**src/design/bclp_pkg.sv**
```systemverilog
`default_nettype none

package bclp_pkg;

    localparam int unsigned TIME_W = 32;
    localparam int unsigned CFG_W  = 16;

    localparam logic [CFG_W-1:0] DEBOUNCE_RESET   = 16'd1;
    localparam logic [CFG_W-1:0] LONG_PRESS_RESET = 16'd1000;

    // Configuration register indexes.
    localparam logic CFG_DEBOUNCE   = 1'b0;
    localparam logic CFG_LONG_PRESS = 1'b1;

    typedef enum logic [1:0] {
        EV_NONE  = 2'd0,
        EV_CLICK = 2'd1,
        EV_LONG  = 2'd2
    } t_event;

    typedef struct packed {
        logic [CFG_W-1:0] debounce_ms;
        logic [CFG_W-1:0] long_press_ms;
    } t_cfg;

endpackage

`default_nettype wire

```
**src/design/bclp_in_if.sv**
```systemverilog
`default_nettype none

interface bclp_in_if;
    logic        valid;
    logic        ready;
    logic        pin_level;
    logic [31:0] now_ms;

    modport source (output valid, output pin_level, output now_ms, input ready);
    modport sink   (input valid, input pin_level, input now_ms, output ready);
endinterface

`default_nettype wire

```
**src/design/bclp_out_if.sv**
```systemverilog
`default_nettype none

interface bclp_out_if;
    logic       valid;
    logic       ready;
    logic [1:0] press_event;

    modport source (output valid, output press_event, input ready);
    modport sink   (input valid, input press_event, output ready);
endinterface

`default_nettype wire

```
**src/design/button_click_long_press_classifier.sv**
```systemverilog
`default_nettype none

// Debounces an active-low push button and classifies each release as a short
// click or a long press. Every request carries one pin sample and a wrapping
// millisecond timestamp, and yields exactly one result (none, click or long
// press) in the output register on the cycle after it is accepted. One
// request is accepted per clock cycle while not stalled: the state update is
// combinational compares and 32-bit subtractions, and the output register
// lets a new request in while the previous result is being taken.
// Configuration writes (index 0 debounce time, index 1 long-press time) take
// effect on the next clock edge and must be made while the block is idle.
module button_click_long_press_classifier (
    input  wire logic                        i_clk,
    input  wire logic                        i_rst_n,
    input  wire logic                        i_cfg_we,
    input  wire logic                        i_cfg_index,
    input  wire logic [bclp_pkg::CFG_W-1:0]  i_cfg_data,
    bclp_in_if.sink                          i_item,
    bclp_out_if.source                       o_result
);
    import bclp_pkg::*;

    t_cfg   r_cfg;
    t_event step_event;
    logic   accept;
    logic   r_out_valid;
    logic [1:0] r_out_event;

    assign i_item.ready = !r_out_valid || o_result.ready;
    assign accept       = i_item.valid && i_item.ready;

    always_ff @(posedge i_clk) begin
        if (!i_rst_n) begin
            r_cfg.debounce_ms   <= DEBOUNCE_RESET;
            r_cfg.long_press_ms <= LONG_PRESS_RESET;
        end else if (i_cfg_we) begin
            case (i_cfg_index)
                CFG_DEBOUNCE:   r_cfg.debounce_ms   <= i_cfg_data;
                CFG_LONG_PRESS: r_cfg.long_press_ms <= i_cfg_data;
                default:        r_cfg               <= r_cfg;
            endcase
        end
    end

    bclp_core u_core (
        .i_clk       (i_clk),
        .i_rst_n     (i_rst_n),
        .i_step      (accept),
        .i_pin_level (i_item.pin_level),
        .i_now_ms    (i_item.now_ms),
        .i_cfg       (r_cfg),
        .o_event     (step_event)
    );

    always_ff @(posedge i_clk) begin
        if (!i_rst_n) begin
            r_out_valid <= 1'b0;
        end else if (accept) begin
            r_out_valid <= 1'b1;
        end else if (o_result.ready) begin
            r_out_valid <= 1'b0;
        end
    end

    always_ff @(posedge i_clk) begin
        if (accept) begin
            r_out_event <= step_event;
        end
    end

    assign o_result.valid       = r_out_valid;
    assign o_result.press_event = r_out_event;

endmodule

`default_nettype wire

```
**src/design/bclp_core.sv**
```systemverilog
`default_nettype none

module bclp_core (
    input  wire logic                          i_clk,
    input  wire logic                          i_rst_n,
    input  wire logic                          i_step,
    input  wire logic                          i_pin_level,
    input  wire logic [bclp_pkg::TIME_W-1:0]   i_now_ms,
    input  wire bclp_pkg::t_cfg                i_cfg,
    output bclp_pkg::t_event                   o_event
);
    import bclp_pkg::*;

    logic              r_previous_raw;
    logic              r_stable_level;
    logic [TIME_W-1:0] r_change_time;
    logic [TIME_W-1:0] r_press_start;
    logic              r_press_pending;

    logic              n_stable_level;
    logic [TIME_W-1:0] n_change_time;
    logic [TIME_W-1:0] n_press_start;
    logic              n_press_pending;

    logic [TIME_W-1:0] since_change;
    logic [TIME_W-1:0] hold_time;
    logic              adopt;

    // A raw change in this sample fails the match with the previous raw level,
    // so the level is never adopted in the same sample in which it changed.
    assign since_change = i_now_ms - r_change_time;
    assign hold_time    = i_now_ms - r_press_start;
    assign adopt = (i_pin_level == r_previous_raw)
                && (since_change > {{(TIME_W-CFG_W){1'b0}}, i_cfg.debounce_ms})
                && (i_pin_level != r_stable_level);

    always_comb begin
        n_change_time   = (i_pin_level != r_previous_raw) ? i_now_ms : r_change_time;
        n_stable_level  = r_stable_level;
        n_press_start   = r_press_start;
        n_press_pending = r_press_pending;
        o_event         = EV_NONE;
        if (adopt) begin
            n_stable_level = i_pin_level;
            if (!i_pin_level) begin
                n_press_start   = i_now_ms;
                n_press_pending = 1'b1;
            end else if (r_press_pending) begin
                // A release without a recorded press reports nothing.
                if (hold_time < {{(TIME_W-CFG_W){1'b0}}, i_cfg.long_press_ms}) begin
                    o_event = EV_CLICK;
                end else begin
                    o_event = EV_LONG;
                end
                n_press_pending = 1'b0;
            end
        end
    end

    always_ff @(posedge i_clk) begin
        if (!i_rst_n) begin
            r_previous_raw  <= 1'b0;
            r_stable_level  <= 1'b0;
            r_change_time   <= '0;
            r_press_start   <= '0;
            r_press_pending <= 1'b0;
        end else if (i_step) begin
            r_previous_raw  <= i_pin_level;
            r_stable_level  <= n_stable_level;
            r_change_time   <= n_change_time;
            r_press_start   <= n_press_start;
            r_press_pending <= n_press_pending;
        end
    end

endmodule

`default_nettype wire
```
**src/flat_wrapper.sv**
```systemverilog
// flat-port wrapper written by rule: the top's interface ports become plain ports
module button_click_long_press_classifier_flat import bclp_pkg::*;
  (i_clk, i_rst_n, i_cfg_we, i_cfg_index, i_cfg_data, i_item_valid, i_item_pin_level, i_item_now_ms, i_item_ready, o_result_valid, o_result_press_event, o_result_ready);
  bclp_in_if i_item_i ();
  bclp_out_if o_result_i ();
  input  wire logic i_clk;
  input  wire logic i_rst_n;
  input  wire logic i_cfg_we;
  input  wire logic i_cfg_index;
  input  wire logic [bclp_pkg::CFG_W-1:0] i_cfg_data;
  input wire logic [$bits(i_item_i.valid)-1:0] i_item_valid;
  input wire logic [$bits(i_item_i.pin_level)-1:0] i_item_pin_level;
  input wire logic [$bits(i_item_i.now_ms)-1:0] i_item_now_ms;
  output wire logic [$bits(i_item_i.ready)-1:0] i_item_ready;
  output wire logic [$bits(o_result_i.valid)-1:0] o_result_valid;
  output wire logic [$bits(o_result_i.press_event)-1:0] o_result_press_event;
  input wire logic [$bits(o_result_i.ready)-1:0] o_result_ready;
  assign i_item_i.valid = i_item_valid;
  assign i_item_i.pin_level = i_item_pin_level;
  assign i_item_i.now_ms = i_item_now_ms;
  assign i_item_ready = i_item_i.ready;
  assign o_result_valid = o_result_i.valid;
  assign o_result_press_event = o_result_i.press_event;
  assign o_result_i.ready = o_result_ready;
  button_click_long_press_classifier u_core (.i_clk(i_clk), .i_rst_n(i_rst_n), .i_cfg_we(i_cfg_we), .i_cfg_index(i_cfg_index), .i_cfg_data(i_cfg_data), .i_item(i_item_i), .o_result(o_result_i));
endmodule
```
**config.mk**
```make
export PLATFORM = sky130hd
export DESIGN_NAME = button_click_long_press_classifier_flat
export DESIGN_NICKNAME = d
export VERILOG_FILES = /design/src/design/bclp_pkg.sv /design/src/design/bclp_in_if.sv /design/src/design/bclp_out_if.sv /design/src/design/button_click_long_press_classifier.sv /design/src/design/bclp_core.sv /design/src/flat_wrapper.sv
export SDC_FILE = /design/constraint.sdc
export NUM_CORES = 1
export LEC_CHECK = 0
export ABC_CLOCK_PERIOD_IN_PS = 9200
export BUFFER_PORTS_ARGS = -buffer_cell sky130_fd_sc_hd__buf_2
export CAP_MARGIN = 30
export CORE_UTILIZATION = 51
export CTS_BUF_LIST = sky130_fd_sc_hd__clkbuf_2
export DETAILED_ROUTE_END_ITERATION = 16
export HOLD_SLACK_MARGIN = 0.15
export PLACE_DENSITY_LB_ADDON = 0.25
export SYNTH_ARGS = -nofsm -noshare
export SYNTH_HDL_FRONTEND = slang
export SYNTH_SLANG_ARGS = --single-unit
```
**constraint.sdc**
```tcl
create_clock -name i_clk -period 9.2 [get_ports i_clk]
set_input_delay 1.84 -clock i_clk [delete_from_list [all_inputs] [get_ports i_clk]]
set_output_delay 1.84 -clock i_clk [all_outputs]
set_load 0.005 [all_outputs]
```
== Word level (Yosys, flattened, before mapping) ==
Index checks and enable logic that the tools add are counted.

* Flip-flop bits (word level): 102
* Bits of input ports: 55
* Output and inout port bits: 4
* Logic and storage cells: 34

* Add/sub/neg operators: 2
* Order comparisons: 2
* Equal/unequal tests: 3
* Mux-type cells: 4
* Bitwise logic cells: 2
* Reduce and logical (&&, ||, !) cells: 12

{| class="wikitable"
|+ Operators with widths
! operator !! count
|-
| $sub 32x32->32 || 2
|-
| $gt 32x16->1 || 1
|-
| $lt 32x16->1 || 1
|-
| $reduce_and 2->1 || 4
|-
| $reduce_and 3->1 || 2
|-
| $logic_and 1x1->1 || 3
|-
| $mux 1 || 3
|-
| $mux 2 || 1
|-
| $ne 1x1->1 || 2
|-
| $not 1->1 || 2
|-
| $reduce_bool 2->1 || 1
|-
| $eq 1x1->1 || 1
|-
| $logic_not 1->1 || 1
|-
| $logic_or 1x1->1 || 1
|}

== Longest topological paths before layout ==
* Word-level depth: 5
* Gate-level depth with buffers: 23
* Gate-level depth less buffers: 22

== Cells and area by module ==
From an unflattened synthesis, not the netlist that was laid out.

* Cell total of the unflattened synthesis: 1184
* Area, all modules: 9026.2 um^2

{| class="wikitable"
|+ By module, submodules not included
! module !! instances !! cells each !! area an instance (um^2) !! seq. area each (um^2)
|-
| bclp_core || 1 || 1045 || 7652.3 || 1341.3
|-
| button_click_long_press_classifier || 1 || 139 || 1373.8 || 720.7
|}

== Worst setup path before layout ==
Ideal clock, no wire load.

* Path kind: input-to-reg
* From: input port i_item_now_ms[0]
* To: register u_core.u_core.r_press_start[21]
* Setup time: 0.143 ns
* Data arrival time: 5.602 ns
* Required time: 9.057 ns
* Setup slack: 3.455 ns
* Stages: 22
* Buffers on the path: 2
* Path through: inv_1 > ha_1 > fa_1 > nand2b_1 > a21oi_1 > o21a_1 > o21ai_0 > nor2b_1 > xnor2_1 > ha_1 > nand4_1 > nor2_1 > a221o_1 > nor3_1 > o22ai_1 > nor3_1 > nand4_1 > or4_4 > buf_6 > buf_6 > nand3_2 > a21oi_2

* Word-level cells in the longest chain between the ends: 5

{| class="wikitable"
|+ Ends and longest elaborated chain
! item !! RTL line !! RTL
|-
| from (decl) || flat_wrapper.sv:13 || <nowiki>input wire logic [$bits(i_item_i.now_ms)-1:0] i_item_now_ms;</nowiki>
|-
| $sub 32x32->32 || bclp_core.sv:31 || <nowiki>assign since_change = i_now_ms - r_change_time;</nowiki>
|-
| $gt 32x16->1 || bclp_core.sv:34 || <nowiki>&& (since_change > {{(TIME_W-CFG_W){1'b0}}, i_cfg.debounce_ms})</nowiki>
|-
| $logic_and 1x1->1 || bclp_core.sv:34 ||
|-
| $logic_and 1x1->1 || bclp_core.sv:35 || <nowiki>&& (i_pin_level != r_stable_level);</nowiki>
|-
| $reduce_and 3->1 (no source line) || -- ||
|-
| to (signal assigned) || bclp_core.sv:71 || <nowiki>r_press_start <= n_press_start;</nowiki>
|-
| to (decl) || bclp_core.sv:17 || <nowiki>logic [TIME_W-1:0] r_press_start;</nowiki>
|}

Every way passes these cells.
A chain may end at the register's enable or synchronous reset.

== Worst setup path after layout ==
* From: input port i_item_now_ms[0]
* To: register u_core.u_core.r_press_pending

* Word-level cells in the longest chain between the ends: 5

{| class="wikitable"
|+ Ends and longest elaborated chain
! item !! RTL line !! RTL
|-
| $sub 32x32->32 || bclp_core.sv:31 ||
|-
| $gt 32x16->1 || bclp_core.sv:34 ||
|-
| $logic_and 1x1->1 || bclp_core.sv:34 ||
|-
| $logic_and 1x1->1 || bclp_core.sv:35 ||
|-
| $reduce_and 2->1 (no source line) || -- ||
|-
| to (signal assigned) || bclp_core.sv:72 || <nowiki>r_press_pending <= n_press_pending;</nowiki>
|-
| to (decl) || bclp_core.sv:18 || <nowiki>logic r_press_pending;</nowiki>
|}

Every way passes these cells.

==> results.ini <==
[status]
outcome = finished clean

[synthesis]
synthesis.area_um2 = 8650
yosysUniqueCellTypes = 79
seq_area_frac_synth_pct = 23.8
async_flop_share_pct = 0
yosys_most_used_dff = dfxtp_1
synthCells = 1161
synth.area.top_cells = dfxtp_1 23%, ha_1 13%, a21oi_1 9.0%, nand2_1 8.0%, inv_1 5.1%
synth-seq-cells = 102
yosysTopAreaCell = dfxtp_1
yosysWarningCount = 0
synth_edf_count = 2
yosysTopAreaCellShare_pct = 23.1
synth_nets = 1311
avgSynthCellArea_um2 = 7.45

[final_layout]
mostFrequentLayoutCells = 184 x nand2_1, 155 x a21oi_1, 117 x inv_1
syn2layout_area_growth_pct = 5.22
layout-drive-gt1-share_pct = 12.3
multiInputGateArea_um2 = 5870
final_cells = 1405
fillerInstances = 1642
final_area_um2 = 9100
seq_area_um2 = 2060
nets = 1329
final_common_cell = nand2_1

[critical_path]
end_kind = flip-flop
cp-start-kind = input port
crit_arrival_ps = 6380
cp.required_ps = 9780
worstSetupPathType = in -> reg
critPathMaxFanout = 33

[floorplan]
initial_utilization_pct = 52.2
die_h_um = 132
die_area_um2 = 17500
pin_count = 59
die_w_um = 132
core_region_area_um2 = 16600
row_count = 47

[placement]
dp_cells = 1388
hpwl_um = 17800
place_area_um2 = 8980
dp_slack_ps = 2740
io_buffers = 58
gp_congestion = 0.962

[sta]
setup_viol = 0
holdWs_ps = 469
slew_headroom_pct = 33.6
grt_setup_unrepaired = false
min_period_ps = 5800
timing_hold_violations_final = 0
slew_violations = 0
post-route-period-util_pct = 63.0
clock_skew_ps = 36.7
worst_pin_slew_ps = 994
max_freq_mhz = 172
worst_slack_ps = 3400
setup_tns_ps = 0

[clock_network]
ctsResizeCount = 0
cts_root_buffer = clkbuf_2
cts.sinks = 102
cts_tree = built
h-tree-depth = 3
cts_buffers = 9
hold_buffers = 0
cts_setup_buffers = 0
path_clk_slew_ps = 340
cts_buffer_depth = 2
clock_latency_ps = 660

[routing]
drtPass1Iterations = 5
drtIter0Drc = 628
drt-vias-per-instance = 5.90
antenna_left = 0
num_vias = 8292
drc = 0
drt_wl_total_um = 23200
wl_per_cell_um = 16.5

[power_and_ir_drop]
irDropWorstVdd_mv = 0.0608
leakage_nw = 3.39
power_density_nw_per_um2 = 118

[run]
maxCapViolCount = 0

[global_route]
grt_usage_pct = 26.3
grt_overflow = 0
antenna_found_initial = 1
grt_max_degree = 52
grt_pass1_wl_um = 37200
grt_pass1_vias = 7499

[worst_hold_path]
min_path_type = reg -> reg

[critical path, cell delays in order]
cell	delay (ps)
buf_2	100
inv_1	60
ha_1	220
fa_1	390
nand2b_1	170
a21oi_1	260
o21a_1	240
o21ai_0	110
nor2b_1	180
xnor2_1	150
ha_1	310
nand4_1	170
nor2_1	70
a221o_1	310
nor3_1	190
o22ai_1	100
nor3_1	140
nand4_1	180
or4_4	810
a31oi_2	280
nor3_2	60
[kinds of logic after synthesis]
| logic type | after synthesis | synth area share (%) |
|---|---|---|
| compound gates | 378 | 27.2 |
| xor+xnor | 39 | 3.95 |
| fa+ha+maj | 95 | 13.9 |
| buf+inv | 174 | 8.36 |
| flops | 102 | 23.8 |
| mux | 7 | 0.839 |
| simple gates | 366 | 21.9 |
[metrics by stage]
step	util, %	power [mW]
after floorplan	-	0.749
after global placement	54.1	0.844
after detailed placement	54.2	0.848
after CTS	54.9	1.07
after global routing	54.9	1.14
final	54.9	1.07
[Yosys cell counts, types with 13 or more instances]
cell type	count
o211ai_1	20
xnor2_1	26
a21o_1	23
inv_1	118
nand4_1	16
nand3_1	19
clkbuf_1	41
o21ai_0	63
ha_1	93
nand3_2	30
o21ai_1	14
a21oi_1	155
nand2_1	184
nor2_1	31
dfxtp_1	100
a21oi_2	15
xor2_1	13
[cell type report]
| cell class | count | area share [%] |
|---|---|---|
| sequential | 102 | 22.7 |
| inverter | 118 | 4.87 |
| antenna | 1 | 0.0275 |
| clock buffer | 9 | 0.495 |
| tap | 220 | 3.02 |
| timing repair buffer | 63 | 3.68 |
| multi-input combinational | 885 | 64.4 |
| clock inverter | 7 | 0.797 |
[worst paths after layout]
check	startpoint	to	cells past startpoint	slack (ps)
max	i_item_now_ms[0]	u_core.u_core.r_press_pending$_SDFFE_PN0P_	21	3400
min	u_core.r_cfg[0]$_SDFFE_PN0P_	u_core.r_cfg[0]$_SDFFE_PN0P_	2	470
max reg2reg	u_core.u_core.r_change_time[0]$_SDFFE_PN0P_	u_core.u_core.r_press_pending$_SDFFE_PN0P_	19	4360
min reg2reg	u_core.r_cfg[0]$_SDFFE_PN0P_	u_core.r_cfg[0]$_SDFFE_PN0P_	2	470
[metal layers]
layer / vias up / GRT usage (%) / part of all wire [%]
met5: - / 0 / 0
met4: 0 / 9.96 / 2.8
met3: 41 / 2.65 / 4.1
met2: 201 / 41.2 / 44
met1: 3922 / 37.3 / 49
li1: 4128 / - / -
[flip-flops by register name, summed over array words and instances (netlist names)]
name and flops:
u_core.o_result.press_event 2, u_core.o_result.valid 1, u_core.r_cfg 32, u_core.u_core.r_change_time 32, u_core.u_core.r_press_pending 1, u_core.u_core.r_press_start 32
u_core.u_core.r_previous_raw 1, u_core.u_core.r_stable_level 1
[power breakdown]
| group | total (mW) | switching [mW] | leakage, nW | internal (mW) |
|---|---|---|---|---|
| Clock | 0.226 | 0.180 | 0.0697 | 0.0452 |
| Sequential | 0.471 | 0.00858 | 0.834 | 0.462 |
| Combinational | 0.377 | 0.231 | 2.49 | 0.146 |
(Power assumes the default switching activity.)
